===== config.mk =====
export PLATFORM = sky130hd
export DESIGN_NAME = pcr_ctrl
export DESIGN_NICKNAME = d
export VERILOG_FILES = /design/src/pcr_pkg.sv /design/src/pcr_ctrl.sv
export SDC_FILE = /design/constraint.sdc
export NUM_CORES = 1
export LEC_CHECK = 0
export BUFFER_PORTS_ARGS = -buffer_cell sky130_fd_sc_hd__buf_4
export CORE_ASPECT_RATIO = 1.25
export CORE_MARGIN = 5
export CORE_UTILIZATION = 40
export CTS_CLUSTER_DIAMETER = 200
export DETAILED_ROUTE_END_ITERATION = 6
export PLACE_DENSITY = 0.72
export RECOVER_POWER = 50
export SLEW_MARGIN = 30
export SYNTH_ARGS = -nofsm -noshare
export SYNTH_HDL_FRONTEND = slang
export SYNTH_SLANG_ARGS = --single-unit

===== constraint.sdc =====
create_clock -name clk_i -period 3.8 [get_ports clk_i]
set_clock_uncertainty 0.15 [all_clocks]
set_input_delay 0.19 -clock clk_i [delete_from_list [all_inputs] [get_ports clk_i]]
set_output_delay 0.19 -clock clk_i [all_outputs]
set_load 0.05 [all_outputs]

===== src/pcr_pkg.sv =====
// Shared types and constants of the pretrigger capture recorder.
`timescale 1ns / 1ps

package pcr_pkg;

  localparam int unsigned RING_DEPTH = 1024;
  localparam int unsigned CHANNELS   = 8;

  localparam int unsigned DATA_W     = 16;
  localparam int unsigned SLOT_W     = 10;
  localparam int unsigned COUNT_W    = 11;
  localparam int unsigned POST_W     = 10;
  localparam int unsigned OP_W       = 2;
  localparam int unsigned CFG_IDX_W  = 1;
  localparam int unsigned CFG_DATA_W = 16;

  localparam logic [CFG_IDX_W-1:0] REG_TRIP_SPEED   = 1'b0;
  localparam logic [CFG_IDX_W-1:0] REG_POST_SAMPLES = 1'b1;

  localparam logic [DATA_W-1:0] TRIP_SPEED_RESET   = 16'h8000;
  localparam logic [POST_W-1:0] POST_SAMPLES_RESET = 10'd512;

  typedef enum logic [OP_W-1:0] {
    OP_SAMPLE  = 2'd0,
    OP_ARM     = 2'd1,
    OP_TRIGGER = 2'd2,
    OP_READ    = 2'd3
  } pcr_op_e;

  typedef enum logic [1:0] {
    MODE_IDLE      = 2'd0,
    MODE_ARMED     = 2'd1,
    MODE_TRIGGERED = 2'd2,
    MODE_FROZEN    = 2'd3
  } pcr_mode_e;

  typedef struct packed {
    pcr_mode_e            mode;
    logic [SLOT_W-1:0]    write_slot;
    logic [COUNT_W-1:0]   stored_count;
    logic [SLOT_W-1:0]    trigger_slot;
  } pcr_status_t;

endpackage


===== src/pcr_ctrl.sv =====
// Recorder control: mode state machine, ring pointers, trigger logic and registers.
`timescale 1ns / 1ps

module pcr_ctrl #(
  parameter int unsigned RING_DEPTH = pcr_pkg::RING_DEPTH
) (
  input  logic                             clk_i,
  input  logic                             rst_ni,
  input  logic                             accept_i,
  input  pcr_pkg::pcr_op_e                 op_i,
  input  logic [pcr_pkg::DATA_W-1:0]       speed_i,
  input  logic                             cfg_valid_i,
  input  logic [pcr_pkg::CFG_IDX_W-1:0]    cfg_index_i,
  input  logic [pcr_pkg::CFG_DATA_W-1:0]   cfg_data_i,
  output logic                             we_o,
  output logic [$clog2(RING_DEPTH)-1:0]    waddr_o,
  output pcr_pkg::pcr_status_t             status_o
);

  localparam int unsigned AW = $clog2(RING_DEPTH);
  localparam int unsigned CW = $clog2(RING_DEPTH + 1);

  pcr_pkg::pcr_mode_e mode_q, mode_d;
  logic [AW-1:0] slot_q, slot_d;
  logic [CW-1:0] count_q, count_d;
  logic [AW-1:0] trig_q, trig_d;
  logic pend_q, pend_d;
  logic [pcr_pkg::POST_W-1:0] post_q, post_d;
  logic [pcr_pkg::DATA_W-1:0] trip_q, trip_d;
  logic [pcr_pkg::POST_W-1:0] post_cfg_q, post_cfg_d;

  logic [pcr_pkg::DATA_W:0] speed_mag;
  logic trip_hit;
  logic [pcr_pkg::POST_W-1:0] post_dec;
  logic [31:0] slot_ext, count_ext, trig_ext;
  logic we;

  assign speed_mag = speed_i[pcr_pkg::DATA_W-1]
                   ? (17'h10000 - {1'b0, speed_i}) : {1'b0, speed_i};
  assign trip_hit  = speed_mag > {1'b0, trip_q};
  assign post_dec  = post_q - pcr_pkg::POST_W'(1);

  always_ff @(posedge clk_i or negedge rst_ni) begin
    if (!rst_ni) begin
      mode_q     <= pcr_pkg::MODE_IDLE;
      slot_q     <= '0;
      count_q    <= '0;
      trig_q     <= '0;
      pend_q     <= 1'b0;
      post_q     <= '0;
      trip_q     <= pcr_pkg::TRIP_SPEED_RESET;
      post_cfg_q <= pcr_pkg::POST_SAMPLES_RESET;
    end else begin
      mode_q     <= mode_d;
      slot_q     <= slot_d;
      count_q    <= count_d;
      trig_q     <= trig_d;
      pend_q     <= pend_d;
      post_q     <= post_d;
      trip_q     <= trip_d;
      post_cfg_q <= post_cfg_d;
    end
  end

  always_comb begin
    mode_d     = mode_q;
    slot_d     = slot_q;
    count_d    = count_q;
    trig_d     = trig_q;
    pend_d     = pend_q;
    post_d     = post_q;
    trip_d     = trip_q;
    post_cfg_d = post_cfg_q;
    we         = 1'b0;

    if (cfg_valid_i) begin
      case (cfg_index_i)
        pcr_pkg::REG_TRIP_SPEED:   trip_d = cfg_data_i;
        pcr_pkg::REG_POST_SAMPLES: post_cfg_d = cfg_data_i[pcr_pkg::POST_W-1:0];
        default: ;
      endcase
    end

    if (accept_i) begin
      case (op_i)
        pcr_pkg::OP_SAMPLE: begin
          if (mode_q == pcr_pkg::MODE_ARMED || mode_q == pcr_pkg::MODE_TRIGGERED) begin
            we = 1'b1;
            slot_d = (slot_q == AW'(RING_DEPTH - 1)) ? '0 : slot_q + AW'(1);
            if (count_q != CW'(RING_DEPTH)) begin
              count_d = count_q + CW'(1);
            end
            if (mode_q == pcr_pkg::MODE_ARMED) begin
              if (trip_hit) begin
                pend_d = 1'b1;
              end
              if (trip_hit || pend_q) begin
                trig_d = slot_q;
                post_d = post_cfg_q;
                mode_d = pcr_pkg::MODE_TRIGGERED;
              end
            end else begin
              post_d = post_dec;
              if (post_dec == '0) begin
                mode_d = pcr_pkg::MODE_FROZEN;
              end
            end
          end
        end
        pcr_pkg::OP_ARM: begin
          slot_d  = '0;
          count_d = '0;
          trig_d  = '0;
          pend_d  = 1'b0;
          mode_d  = pcr_pkg::MODE_ARMED;
        end
        pcr_pkg::OP_TRIGGER: begin
          pend_d = 1'b1;
        end
        pcr_pkg::OP_READ: ;
        default: ;
      endcase
    end
  end

  assign slot_ext  = 32'(slot_q);
  assign count_ext = 32'(count_q);
  assign trig_ext  = 32'(trig_q);

  assign we_o    = we;
  assign waddr_o = slot_q;

  assign status_o.mode         = mode_q;
  assign status_o.write_slot   = slot_ext[pcr_pkg::SLOT_W-1:0];
  assign status_o.stored_count = count_ext[pcr_pkg::COUNT_W-1:0];
  assign status_o.trigger_slot = trig_ext[pcr_pkg::SLOT_W-1:0];

endmodule


Yosys cells after proc, flatten, opt, wreduce, memory -nomap -nowiden:

Index checks and enable logic that the tools add are counted.

* logic and storage cells: 67
* register bits: 70
* output and inout port bits: 44

* reductions and logical operators: 14
* magnitude comparators: 1
* equality and inequality tests: 14
* bitwise operators: 1
* mux-type cells: 25
* $add $sub $neg: 4

Operators with widths (number)
* $mux W10: 7
* $pmux W10 S2: 2
* $mux W11: 2
* $pmux W11 S2: 1
* $gt A17 B16 Y1: 1
* $mux W17: 1
* $sub A17 B16 Y17 const A: 1
* $reduce_and A5 Y1: 3
* $add A11 B1 Y11 const B: 1
* $ne A11 B11 Y1 const B: 1
* $add A10 B1 Y10 const B: 1
* $eq A10 B10 Y1 const B: 1
* $logic_not A10 Y1: 1
* $ne A2 B2 Y1 const B: 5
* $sub A10 B1 Y10 const B: 1
* $mux W2: 4
* $reduce_and A4 Y1: 2
* $mux W1: 6
* $ne A3 B3 Y1 const B: 2
* $eq A2 B1 Y1 const B: 2
* $eq A2 B2 Y1 const B: 2
* $pmux W2 S2: 1
* $reduce_and A2 Y1: 2
* $pmux W1 S3: 1
* other kinds (7): 8

Depth between registers and ports, before layout:

* depth in word-level cells: 8
* gate-level depth with buffers: 15
* gate-level depth less buffers: 14

Worst setup path after synthesis:

OpenSTA, ideal clock, no wires.

* kind: input-to-reg
* from: input port speed_i[8] in the netlist's numbering
* to: register trig_q[0]
* setup slack: 0.287 ns
* data arrival time: 3.231 ns
* required time: 3.518 ns
* library setup time: 0.132 ns
* cell stages on the path: 12
* cell sequence: or4_4 or4_4 or3_4 nor4b_4 ha_1 nand3_1 nor3_1 a22oi_1 nand4_1 a211oi_1 clkbuf_1 o21ai_1

* cells in the longest elaborated chain, start to end: 6

Ends and longest elaborated chain
* from (decl): line pcr_ctrl.sv:11 `input logic [pcr_pkg::DATA_W-1:0] speed_i,`
* $sub A17 B16 Y17: line pcr_ctrl.sv:39 `? (17'h10000 - {1'b0, speed_i}) : {1'b0, speed_i};`
* $mux W17 (*): line pcr_ctrl.sv:39
* $gt A17 B16 Y1 (*): line pcr_ctrl.sv:40 `assign trip_hit = speed_mag > {1'b0, trip_q};`
* $logic_or A1 B1 Y1 (*): line pcr_ctrl.sv:97 `if (trip_hit || pend_q) begin`
* $ne A2 B2 Y1 (no line) (*)
* $reduce_and A5 Y1 (no line) (*)
* to (signal assigned): line pcr_ctrl.sv:57 `trig_q <= trig_d;`
* to (decl): line pcr_ctrl.sv:26 `logic [AW-1:0] trig_q, trig_d;`

Every way passes the cells marked *; elsewhere a longest branch is shown, timed or not.
A chain may end at the register's enable or synchronous reset.

Worst setup path in the final report:

* from: input port speed_i[8] in the netlist's numbering
* to: register trig_q[1]

The elaborated chain is that of the path after synthesis.

==> results_dict.tcl <==
set metrics [dict create \
    status "finished with violations" \
    violations "capacitance limit, slew limit" \
    route.met3.wl_um 505 \
    grt_antenna_before_repair 0 \
    fin_util_pct 52.6 \
    cts-root-buf "clkbuf_16" \
    worst_pin_slew_ps 1740 \
    layout-drive-gt1-share_pct 21.7 \
    crit_fanout 20 \
    synth_seq_area_share_pct 42.3 \
    hpwl_um 7440 \
    clock_path_buffers 2 \
    h-tree-depth 3 \
    cts_setup_buffers 0 \
    cp.arrival_ps 3570 \
    hold_path_class "primary input to flip-flop" \
    slew_viol_final 71 \
    synthFlopType "dfrtp_1" \
    rsz0062_at_grt "no" \
    async_flop_share_pct 100 \
    fp.dieH_um 124 \
    design.final.nets 621 \
    critPathLaunchType "primary input" \
    vdd_ir_drop_max_mv 0.222 \
    grt_util_all_layers_pct 16.4 \
    dieArea_um2 12500 \
    power.density_nw_per_um2 580 \
    drc 0 \
    first_pass_iters 4 \
    synth_edf_count 0 \
    crit_path_top_delay_cell "or4_4" \
    placed_cells 658 \
    synth-seq-cells 70 \
    portBuffers 82 \
    p_leak_nw 2.41 \
    tritoncts "yes" \
    final_cells 692 \
    hold_viol_final 0 \
    cp_cell_sequence "buf_4, or4_4, or4_4, or3_4, nand2_1, xnor2_1, ha_1, nand3_1, nor4_1, nand2_1, a211oi_2, buf_4, o21ai_1, o21ai_1" \
    multiInputGateArea_um2 2160 \
    grt_max_degree 71 \
    wl_per_cell_um 14.2 \
    grt_overflow 0 \
    fin_crit_sh_pct 91.0 \
    avgSynthCellArea_um2 8.92 \
    max-cap-violations 1 \
    wl_um 9800 \
    yosysUniqueCellTypes 52 \
    insertion_delay_ps 330 \
    m1WireLength_um 4220 \
    min_period_ps 3460 \
    syn-num-nets 528 \
    cts_made_buffers 9 \
    clk_pin_slew_ps 60 \
    dieWidth_um 101 \
    syn_area_um2 4150 \
    grt_pass1_wl_um 16500 \
    worst-r2r-setup-slack_ps 1130 \
    tns_ps 0 \
    initial_core_util_pct 41.0 \
    regArea_um2 1750 \
    max_stage_delay_ps 550 \
    relSlewSlack_pct -15.8 \
    place_congestion 0.809 \
    syn2layout_area_growth_pct 28.2 \
    vias 3628 \
    met2WireLength_um 4870 \
    grt_pass1_vias 3544 \
    drtAntennaViolNets 0 \
    max_freq_mhz 289 \
    fill_cells 945 \
    top_layer "met4" \
    antenna_cells 0 \
    cp-end-kind "flip-flop" \
    critPathRequiredTime_ps 3910 \
    setup_viol 0 \
    avgViaCountPerCell 5.24 \
    coreArea_um2 10100 \
    drtIter0Drc 119 \
    io-pin-count 83 \
    synthCells 465 \
    num_rows 41 \
    clock-sinks 70 \
    ys_warn_count 0 \
    critPathKind "primary input to flip-flop" \
]
metal layers:
metal,track usage (%),vias up
li1,-,1805
met3,3.19,19
met5,0,-
met4,6.82,0
met2,27.4,86
met1,20.7,1718
sequential cells by signal, summed over array words and instances (netlist names):
signal      cells
mode_q          2
post_q         10
trip_q         16
trig_q         10
pend_q          1
post_cfg_q     10
waddr_o        10
count_q        11
synth_stat cells (2+ instances only):
library cell	number	area share, %
nor4_1	2	0.30
dfstp_2	2	1.3
o21a_1	2	0.36
ha_1	24	7.2
inv_1	24	2.2
a211oi_1	2	0.36
buf_2	2	0.24
o21ai_1	49	5.9
or4_4	3	0.81
xor2_1	7	1.5
o22a_1	2	0.42
nand3_1	12	1.4
a21oi_1	21	2.5
or3_1	3	0.45
or2_1	2	0.30
and3_1	9	1.4
nor3b_1	2	0.36
clkbuf_1	10	0.91
nand2_1	57	5.2
o21ai_0	32	3.9
nor2b_1	2	0.30
nor3_1	9	1.1
xnor2_1	17	3.6
nand4_1	7	1.1
dfrtp_1	68	41
nand2b_1	6	0.91
a31oi_1	2	0.30
o31ai_1	4	0.72
buf_4	10	1.8
o41ai_1	3	0.63
inv_2	3	0.27
nor2_1	34	3.1
a21o_1	2	0.36
mux2_2	12	3.3
nor4b_1	2	0.42
stage by stage:
step	hold WS [ps]	area (um^2)	worst slack, ps	power [W]
final	9.04	5320	342	0.00308
after global routing	35.9	5320	33.0	0.00328
after CTS	6.35	5350	341	0.00311
after detailed placement	220	4850	3.64	0.00219
after global placement	216	4850	97.9	0.00215
after floorplan	-256	4150	287	0.00186
layout by cell type (no fill, tap or decap), drive strengths merged, types with 4 or more instances in the layout:
cell,instances
xor2,7
nor3,9
xnor2,17
nor2,34
nand4,7
nand2,57
mux2,12
and3,9
inv,27
o31ai,4
clkbuf,28
buf,72
dlygate4sd3,18
or3,4
dfrtp,68
a21oi,21
o21ai,81
nand2b,6
nand3,12
ha,24
where the power goes:
part           internal [W]  leakage [nW]  switching (W)
Sequential         0.000900         0.885       0.000173
Combinational      0.000410          1.37       0.000708
Clock              0.000590         0.157       0.000303
Total               0.00190          2.41        0.00118
repair_timing:
| item | CTS | global route |
|---|---|---|
| hold buffers | 18 | 0 |
| setup endpoints to repair | 0 | 1 |
| hold endpoints to repair | 95 | 0 |
| resized for setup | 0 | 0 |
critical path, delay by kind of cell:
family	cells	cell delay, ps
AOI/OAI and AO/OA	3	570
and+or+nand+nor	7	2060
adders and majority gates	1	280
xor gates and xnor gates	1	60
buffers and inverters	2	410
kinds of logic after synthesis:
kind of cell             Yosys count  synth area share, %
AO/OA/AOI/OAI                    125                 16.8
XOR/XNOR                          24                 5.07
adder cells (fa/ha/maj)           24                 7.24
buffers and inverters             51                 5.76
flip-flops                        70                 42.3
multiplexers                      13                 3.50
AND/OR/NAND/NOR                  158                 19.3
layout make-up:
class                           instances  share of cell area (%)
Clock buffer                           12                    4.64
Clock inverter                          4                    1.32
Inverter                               27                    1.91
Multi-Input combinational cell        344                    40.6
Sequential cell                        70                    33.0
Tap cell                              129                    3.04
Timing Repair Buffer                  106                    15.5
worst paths after layout:
kind / startpoint / to / depth (start not counted)
max in group asynchronous: rst_ni / post_cfg_q[2]$_DFFE_PN0P_ / 2
setup reg to reg: mode_q[1]$_DFFE_PN0P_ / count_q[7]$_DFFE_PN0P_ / 9
hold / removal: accept_i / pend_q$_DFFE_PN0P_ / 3
hold reg to reg: trig_q[3]$_DFFE_PN0P_ / trig_q[3]$_DFFE_PN0P_ / 2
setup / recovery: speed_i[8] / trig_q[1]$_DFFE_PN0P_ / 14
min in group asynchronous: rst_ni / trig_q[9]$_DFFE_PN0P_ / 2
Power figures use the tool's default switching activity.
