<file path="src/pcr_pkg.sv">
// Shared types and constants of the pretrigger capture recorder.
`timescale 1ns / 1ps

package pcr_pkg;

  localparam int unsigned RING_DEPTH = 1024;
  localparam int unsigned CHANNELS   = 8;

  localparam int unsigned DATA_W     = 16;
  localparam int unsigned SLOT_W     = 10;
  localparam int unsigned COUNT_W    = 11;
  localparam int unsigned POST_W     = 10;
  localparam int unsigned OP_W       = 2;
  localparam int unsigned CFG_IDX_W  = 1;
  localparam int unsigned CFG_DATA_W = 16;

  localparam logic [CFG_IDX_W-1:0] REG_TRIP_SPEED   = 1'b0;
  localparam logic [CFG_IDX_W-1:0] REG_POST_SAMPLES = 1'b1;

  localparam logic [DATA_W-1:0] TRIP_SPEED_RESET   = 16'h8000;
  localparam logic [POST_W-1:0] POST_SAMPLES_RESET = 10'd512;

  typedef enum logic [OP_W-1:0] {
    OP_SAMPLE  = 2'd0,
    OP_ARM     = 2'd1,
    OP_TRIGGER = 2'd2,
    OP_READ    = 2'd3
  } pcr_op_e;

  typedef enum logic [1:0] {
    MODE_IDLE      = 2'd0,
    MODE_ARMED     = 2'd1,
    MODE_TRIGGERED = 2'd2,
    MODE_FROZEN    = 2'd3
  } pcr_mode_e;

  typedef struct packed {
    pcr_mode_e            mode;
    logic [SLOT_W-1:0]    write_slot;
    logic [COUNT_W-1:0]   stored_count;
    logic [SLOT_W-1:0]    trigger_slot;
  } pcr_status_t;

endpackage

</file>
<file path="src/pcr_merge.sv">
// Merge stage: read-stage tracking and the output register that joins status and lane data.
`timescale 1ns / 1ps

module pcr_merge (
  input  logic                        clk_i,
  input  logic                        rst_ni,
  input  logic                        in_valid_i,
  input  logic                        rd_hit_i,
  input  logic                        out_stall_i,
  input  pcr_pkg::pcr_status_t        status_i,
  input  logic [pcr_pkg::DATA_W-1:0]  lane_data_i [pcr_pkg::CHANNELS],
  output logic                        accept_o,
  output logic                        in_stall_o,
  output logic                        lane_rd_ok_o,
  output logic                        out_valid_o,
  output pcr_pkg::pcr_status_t        status_o,
  output logic [pcr_pkg::DATA_W-1:0]  data_o [pcr_pkg::CHANNELS]
);

  logic s1_valid_q, s1_valid_d;
  logic s1_rd_ok_q;
  logic out_valid_q, out_valid_d;
  logic out_load;
  logic accept;
  pcr_pkg::pcr_status_t status_q;
  logic [pcr_pkg::DATA_W-1:0] data_q [pcr_pkg::CHANNELS];

  assign out_load = s1_valid_q && (!out_valid_q || !out_stall_i);
  assign accept   = in_valid_i && (!s1_valid_q || out_load);

  always_comb begin
    s1_valid_d = s1_valid_q;
    if (accept) begin
      s1_valid_d = 1'b1;
    end else if (out_load) begin
      s1_valid_d = 1'b0;
    end
    out_valid_d = out_valid_q;
    if (out_load) begin
      out_valid_d = 1'b1;
    end else if (!out_stall_i) begin
      out_valid_d = 1'b0;
    end
  end

  always_ff @(posedge clk_i or negedge rst_ni) begin
    if (!rst_ni) begin
      s1_valid_q  <= 1'b0;
      out_valid_q <= 1'b0;
    end else begin
      s1_valid_q  <= s1_valid_d;
      out_valid_q <= out_valid_d;
    end
  end

  always_ff @(posedge clk_i) begin
    if (accept) begin
      s1_rd_ok_q <= rd_hit_i;
    end
    if (out_load) begin
      status_q <= status_i;
      data_q   <= lane_data_i;
    end
  end

  assign accept_o     = accept;
  assign in_stall_o   = s1_valid_q && !out_load;
  assign lane_rd_ok_o = s1_rd_ok_q;
  assign out_valid_o  = out_valid_q;
  assign status_o     = status_q;
  assign data_o       = data_q;

endmodule

</file>
<file path="config.mk">
export PLATFORM = sky130hd
export DESIGN_NAME = pcr_merge
export DESIGN_NICKNAME = d
export VERILOG_FILES = /design/src/pcr_pkg.sv /design/src/pcr_merge.sv
export SDC_FILE = /design/constraint.sdc
export NUM_CORES = 1
export LEC_CHECK = 0
export BUFFER_PORTS_ARGS = -buffer_cell sky130_fd_sc_hd__buf_2
export CORE_AREA = 2 2 130 132
export DETAILED_ROUTE_END_ITERATION = 16
export DIE_AREA = 0 0 132 134
export GPL_TIMING_DRIVEN = 0
export HOLD_SLACK_MARGIN = 0.12
export PLACE_DENSITY = 0.63
export SLEW_MARGIN = 20
export SYNTH_ARGS = -nofsm -noshare
export SYNTH_HDL_FRONTEND = slang
export SYNTH_SLANG_ARGS = --single-unit
</file>
<file path="constraint.sdc">
create_clock -name clk_i -period 30.8 [get_ports clk_i]
set_clock_uncertainty 0.05 [all_clocks]
set_input_delay 1.54 -clock clk_i [delete_from_list [all_inputs] [get_ports clk_i]]
set_output_delay 1.54 -clock clk_i [all_outputs]
set_load 0.02 [all_outputs]
</file>
[Yosys cells after proc, flatten, opt, wreduce, memory -nomap -nowiden]
Index checks and enable logic that the tools add are counted.
Operators by class
  equality and inequality tests: 1
  muxes and demuxes: 4
  reduce and logical (&&, ||, !) cells: 10
Operators by type and width (number)
  $logic_not A1 Y1: 4
  $mux W1: 4
  $logic_and A1 B1 Y1: 3
  $logic_or A1 B1 Y1: 2
  $ne A2 B1 Y1 const B: 1
  $reduce_bool A2 Y1: 1
Word-level totals
  flip-flop bits (word level): 164
  input port bits: 166

[Logic depth before layout (Yosys ltp)]
Gate-level depths: netlist of the first run.
  depth after elaboration: 6
  gate-level depth with buffers: 2
  gate-level depth less buffers: 2

[Worst setup path before layout of the first run]
OpenSTA, ideal clock, no wires.
  path kind: input to register
  start point: input out_stall_i
  end point: register data_q, in the netlist data_o[0], enable pin
  setup time: 0.929 ns
  arrival: 13.112 ns
  data required time: 29.821 ns
  slack: 16.709 ns
  stages: 1
  buffers on the path: 0
  cells stage by stage: a21boi_0
On the way
  longest elaborated chain between the ends: 3
RTL lines
  start, declared: RTL line pcr_merge.sv:9  | input logic out_stall_i,
  $logic_not A1 Y1
  $logic_or A1 B1 Y1: RTL line pcr_merge.sv:28  | assign out_load = s1_valid_q && (!out_valid_q || !out_stall_i);
  $logic_and A1 B1 Y1: RTL line pcr_merge.sv:28
  end signal, assigned: RTL line pcr_merge.sv:62  | data_q <= lane_data_i;
  end, declared: RTL line pcr_merge.sv:26  | logic [pcr_pkg::DATA_W-1:0] data_q [pcr_pkg::CHANNELS];
No other way between the ends.
A chain may end at the register's enable or synchronous reset.

[Final worst setup path of the first run]
  start point: input out_stall_i
  end point: output accept_o
On the way
  longest elaborated chain between the ends: 5
RTL lines
  $logic_not A1 Y1
  $logic_or A1 B1 Y1: RTL line pcr_merge.sv:28
  $logic_and A1 B1 Y1: RTL line pcr_merge.sv:28
  $logic_or A1 B1 Y1: RTL line pcr_merge.sv:29  | assign accept = in_valid_i && (!s1_valid_q || out_load);
  $logic_and A1 B1 Y1: RTL line pcr_merge.sv:29
  end, declared: RTL line pcr_merge.sv:12  | output logic accept_o,
No other way between the ends.

==> metrics, run 1 <==
vias in the first global route approximately 3,200; CTS Buf Count 17; Setup violations, final 0; RePlAce Congestion roughly 0.76; # Post-CTS Setup Buffers 0; DRC viols 0; H-tree depth 4; vias per cell around 4; Final ANT Viol Nets 0; Setup TNS 0 ns; die area roughly 0.018 mm^2; first-pass GRT wire length between 15,000 and 20,000 um; Detailed Place HPWL about 9600 um; synthesized-area fraction occupied by and/or/nand/nor cells 0.454%; compound-cell area share of the yosys netlist less than 1%; CTS tree built; insertion delay to the later sink of the worst-skew pair around 0.41 ns; Final Slew Violations 0; drt first pass iters 4; Setup Slack @ Placement around 27 ns; crit path kind in2out; Leakage Power ~3.3 nW; FP Rows 47; Tcrit/Tclk final about 12%; fin crit period ~3.7 ns; GRT Overall Usage 13.7%; post-synthesis register bit count around 160; fmax approximately 270 MHz; Crit path top cell by count buf_2; post-synthesis mux area share 0%; synthesized area approximately 0.0050 mm^2; Post-Synth Adder-Cell Area 0%; Clock Sink Count ~160; Area growth, synth to finish 54.9%; Cells after Synth between 150 and 200; CP bufs+invs 2; startpoint types input port; CTS max path bufs 2; Max IR drop VDD ~0.000032 V; # port buffers between 300 and 400; PwrDens between 70 and 80 mW/mm^2; slowest CP cell and2_1; Reg clk slew, reported paths 0.06 ns; Net Count, Synth ~340; RSZ-0062 raised after global routing no; CP Data Required Time around 30 ns; WL final ~12,000 um; # Max-Cap Violations 0; die height between 100 and 150 um; Post-CTS Hold Buffers 0; biggest area consumer among synthesized cells edfxtp_1; Slew @ Worst Pin between 0.4 and 0.5 ns; post-cts resize count 0; Synth Area in XOR/XNOR 0%; top area cells in the synthesized netlist edfxtp_1, dfrtp_1, nand3_2; NumNets Final between 600 and 700; critical-path cell list buf_2 -> nand3_2 -> and2_1 -> buf_2; root buf cell clkbuf_16; placed cell count ~730; pin count of the biggest net entering global routing 29; Die W around 130 um; final hold vios 0; Ys Warns 0; run status complete, no violations; Worst Slack Setup Final approximately 27 ns; core area 0.0163 mm^2; WL per Instance 16.2 um; initial antenna violation count 1; Worst Hold Class reg2reg; sequential area share after synthesis between 90 and 100%; Syn Area/Cell ~29 um^2; non-filler instance count after layout 760; worst path arrival time around 2.1 ns; largest family of logic cells by synthesized area simple AND/OR/NAND/NOR gates; Initial Utilization a little under a third; top cell type's share of synthesized area a little over nine tenths; Top Ports ~330; total congestion overflow 0; crit-path max FO 3; post-synth cell types 8; share of layout cells above drive strength 1 between 60 and 70%; CP peak stage delay between 0.15 and 0.2 ns; CP delay by family, top buffers and inverters; Crit. End Element output pin; relative slew slack between 70 and 80%; detailed-route via count 3,055; initial drt markers 133
## kinds of logic (layout without fill, tap and decap cells)
group,Yosys count,in the layout
buffers and inverters,1,370
other,0,1
AND/OR/NAND/NOR,3,3
flip-flops,164,164
AO/OA/AOI/OAI,2,2
## layout make-up
type | count | area, um^2
Clock inverter | 14 | 160
Sequential cell | 164 | 4910
Inverter | 1 | 3.75
Fill cell | 1436 | 8610
Antenna cell | 1 | 2.50
Tap cell | 220 | 275
Timing Repair Buffer | 337 | 1840
Clock buffer | 18 | 429
Multi-Input combinational cell | 5 | 50.0
## cell usage in the layout (no fill, tap or decap), drive strengths merged, types with 2 or more instances in the layout
cell type / Yosys / layout
dfrtp: 2 / 2
buf: 0 / 337
bufinv: 0 / 3
clkinv: 0 / 8
edfxtp: 162 / 162
inv: 1 / 3
clkbuf: 0 / 18
## final timing paths
kind | startpoint | end | slack (ns) | cells after the start
setup / recovery | out_stall_i | accept_o | 27.08 | 4
hold / removal | s1_valid_q | out_valid_o | 0.46 | 1
setup reg to reg | out_valid_o | data_o[84] | 29.01 | 4
hold reg to reg | s1_valid_q | out_valid_o | 0.46 | 1
max in group asynchronous | rst_ni | out_valid_o | 29.75 | 1
min in group asynchronous | rst_ni | s1_valid_q | 0.85 | 1
## through the flow
stage / total power [mW] / hold slack (ns) / utilization [%] / cell area, um^2
floorplan: 0.309 / 0.417 / - / 4960
global placement: 0.338 / 0.427 / 42.3 / 6880
detailed placement: 0.334 / 0.449 / 43.5 / 7090
CTS: 0.547 / 0.463 / 47.1 / 7680
global route: 0.558 / 0.485 / 47.1 / 7680
finish: 0.539 / 0.458 / 47.1 / 7680
## registers in the layout, summed over array words and instances (netlist names)
name          flops
out_valid_o       1
status_o         33
lane_rd_ok_o      1
s1_valid_q        1
data_o          128
## cell usage after synthesis
cell type  number
edfxtp_1      162
dfrtp_1         2
a21boi_0        1
a21o_2          1
and2_1          1
inv_1           1
nand2b_1        1
nand3_2         1
## power by group
group	switching [mW]	internal [mW]	total, mW
clock network	0.0838	0.127	0.211
registers	0.00393	0.265	0.269
logic	0.0372	0.0221	0.0593
## metal layers
layer	share of wire [%]	track usage, %
met4	1.2	4.77
met2	53	23.7
met5	0	0
met3	9.6	6.54
met1	36	14.7
Note: power is estimated with default switching activity, not from simulation.
==> run 2, diff against run 1 <==
Settings changed: CORE_AREA 2 2 130 132 to 2 2 127 129, DIE_AREA 0 0 132 134 to 0 0 129 131, PLACE_DENSITY 0.63 to 0.65.
Clock period 30.8 ns to 3.6 ns, I/O delays scaled along.
==> run 2 against run 1 <==
Net effect: the flow now stops in 4_1_cts; synthesized area unchanged; synthesized cell count unchanged.
==> metrics, run 2 <==
run status did not finish; Last stage 4_1_cts; Err [ERROR RSZ-0060] Max buffer count reached.; Setup Slack @ Placement 1.63 ns (-25.45 ns); top cell type's share of synthesized area 98.1% (unchanged); Net Count, Synth 336 (unchanged); CTS Buf Count 17 (unchanged); post-cts resize count 0 (unchanged); H-tree depth 4 (unchanged); most instantiated library cell after synthesis edfxtp_1; Initial Utilization 31.8% (+1.4 points); Ys Warns 0 (unchanged); placed cell count 723 (-0.55%); die height 131 um (-2.2%); post-synth cell types 8 (unchanged); fraction of registers with async set/reset 1.22% (unchanged); Top Ports 331 (unchanged); synthesized area 0.00496 mm^2 (unchanged); Post-synth top flop edfxtp_1; FP Rows 46 (-2.1%); Die W 129 um (-2.3%); post-synthesis register bit count 164 (unchanged); # Post-CTS Setup Buffers 0 (unchanged); RePlAce Congestion 0.713 (-6.0%); # port buffers 330 (unchanged); Post-CTS Hold Buffers 152 (+152); Clock Sink Count 164 (unchanged); EDFF count, synth 162 (unchanged); Cells after Synth 170 (unchanged); top area cells in the synthesized netlist edfxtp_1, dfrtp_1, nand3_2; CTS max path bufs 2 (unchanged); top post-synthesis cells by count edfxtp_1, dfrtp_1; biggest area consumer among synthesized cells edfxtp_1; sequential area share after synthesis 99.1% (unchanged); Syn Area/Cell 29.2 um^2 (unchanged); root buf cell clkbuf_16
-- run 2: cell counts after synthesis --
Identical to the previous run, type by type.
-- run 2: through the flow --
step                utilization [%]  area [um^2]  hold WS, ns
floorplan                         -         4970       -0.166
global placement               44.2         6890      -0.0804
detailed placement             45.4         7080      -0.0790
-- run 2: kinds of logic after synthesis --
| group | count (synthesis) | synth area share (%) |
|---|---|---|
| AOI/OAI and AO/OA | 2 | 0.328 |
| buffers and inverters | 1 | 0.0756 |
| DFF | 164 | 99.1 |
| and+or+nand+nor | 3 | 0.454 |
==> run 3, diff against run 2 <==
Settings changed: CORE_AREA 2 2 127 129 to 2 2 129 131, DIE_AREA 0 0 129 131 to 0 0 131 133, HOLD_SLACK_MARGIN 0.12 to not set, PLACE_DENSITY 0.65 to not set, PLACE_DENSITY_LB_ADDON set to 0.15.
==> run 3 against run 2 <==
Net effect: synthesized area unchanged; the run again fails in 4_1_cts; synthesized cell count unchanged.
==> metrics, run 3 <==
fraction of registers with async set/reset 1.22% (unchanged); Die W 131 um (+1.6%); placed inst area 0.00710 mm^2 (+0.28%); H-tree depth 4 (unchanged); top post-synthesis cells by count edfxtp_1, dfrtp_1; Detailed Place HPWL 9550 um; top area cells in the synthesized netlist edfxtp_1, dfrtp_1, nand3_2; synthesized area 0.00496 mm^2 (unchanged); Initial Utilization 30.7% (-1.1 points); EDFF count, synth 162 (unchanged); post-cts resize count 0 (unchanged); die height 133 um (+1.5%); Cells after Synth 170 (unchanged); top cell type's share of synthesized area 98.1% (unchanged); biggest area consumer among synthesized cells edfxtp_1; CTS max path bufs 2 (unchanged); root buf cell clkbuf_16; Err [ERROR RSZ-0060] Max buffer count reached.; Top Ports 331 (unchanged); FP Rows 47 (+2.2%); sequential area share after synthesis 99.1% (unchanged); Clock Sink Count 164 (unchanged); post-synth cell types 8 (unchanged); Post-CTS Hold Buffers 153 (+0.66%); post-synthesis register bit count 164 (unchanged); # Post-CTS Setup Buffers 0 (unchanged); run status did not finish; Post-synth top flop edfxtp_1; Net Count, Synth 336 (unchanged); # port buffers 330 (unchanged); Syn Area/Cell 29.2 um^2 (unchanged); placed cell count 728 (+0.69%); Last stage 4_1_cts; Ys Warns 0 (unchanged); CTS Buf Count 17 (unchanged); most instantiated library cell after synthesis edfxtp_1; RePlAce Congestion 0.766 (+7.5%)
## run 3: kinds of logic after synthesis
| kind of cell | after synthesis | synth area share [%] |
|---|---|---|
| buffers and inverters | 1 | 0.0756 |
| AO/OA/AOI/OAI | 2 | 0.328 |
| flip-flops | 164 | 99.1 |
| AND/OR/NAND/NOR | 3 | 0.454 |
## run 3: through the flow
step	setup slack, ns	hold slack, ns	util, %	setup TNS [ns]
3_5_place_dp	1.83	-0.0791	43.9	0
3_3_place_gp	-0.975	-0.0821	42.6	-155.53
2_1_floorplan	-0.0467	-0.166	-	-7.51
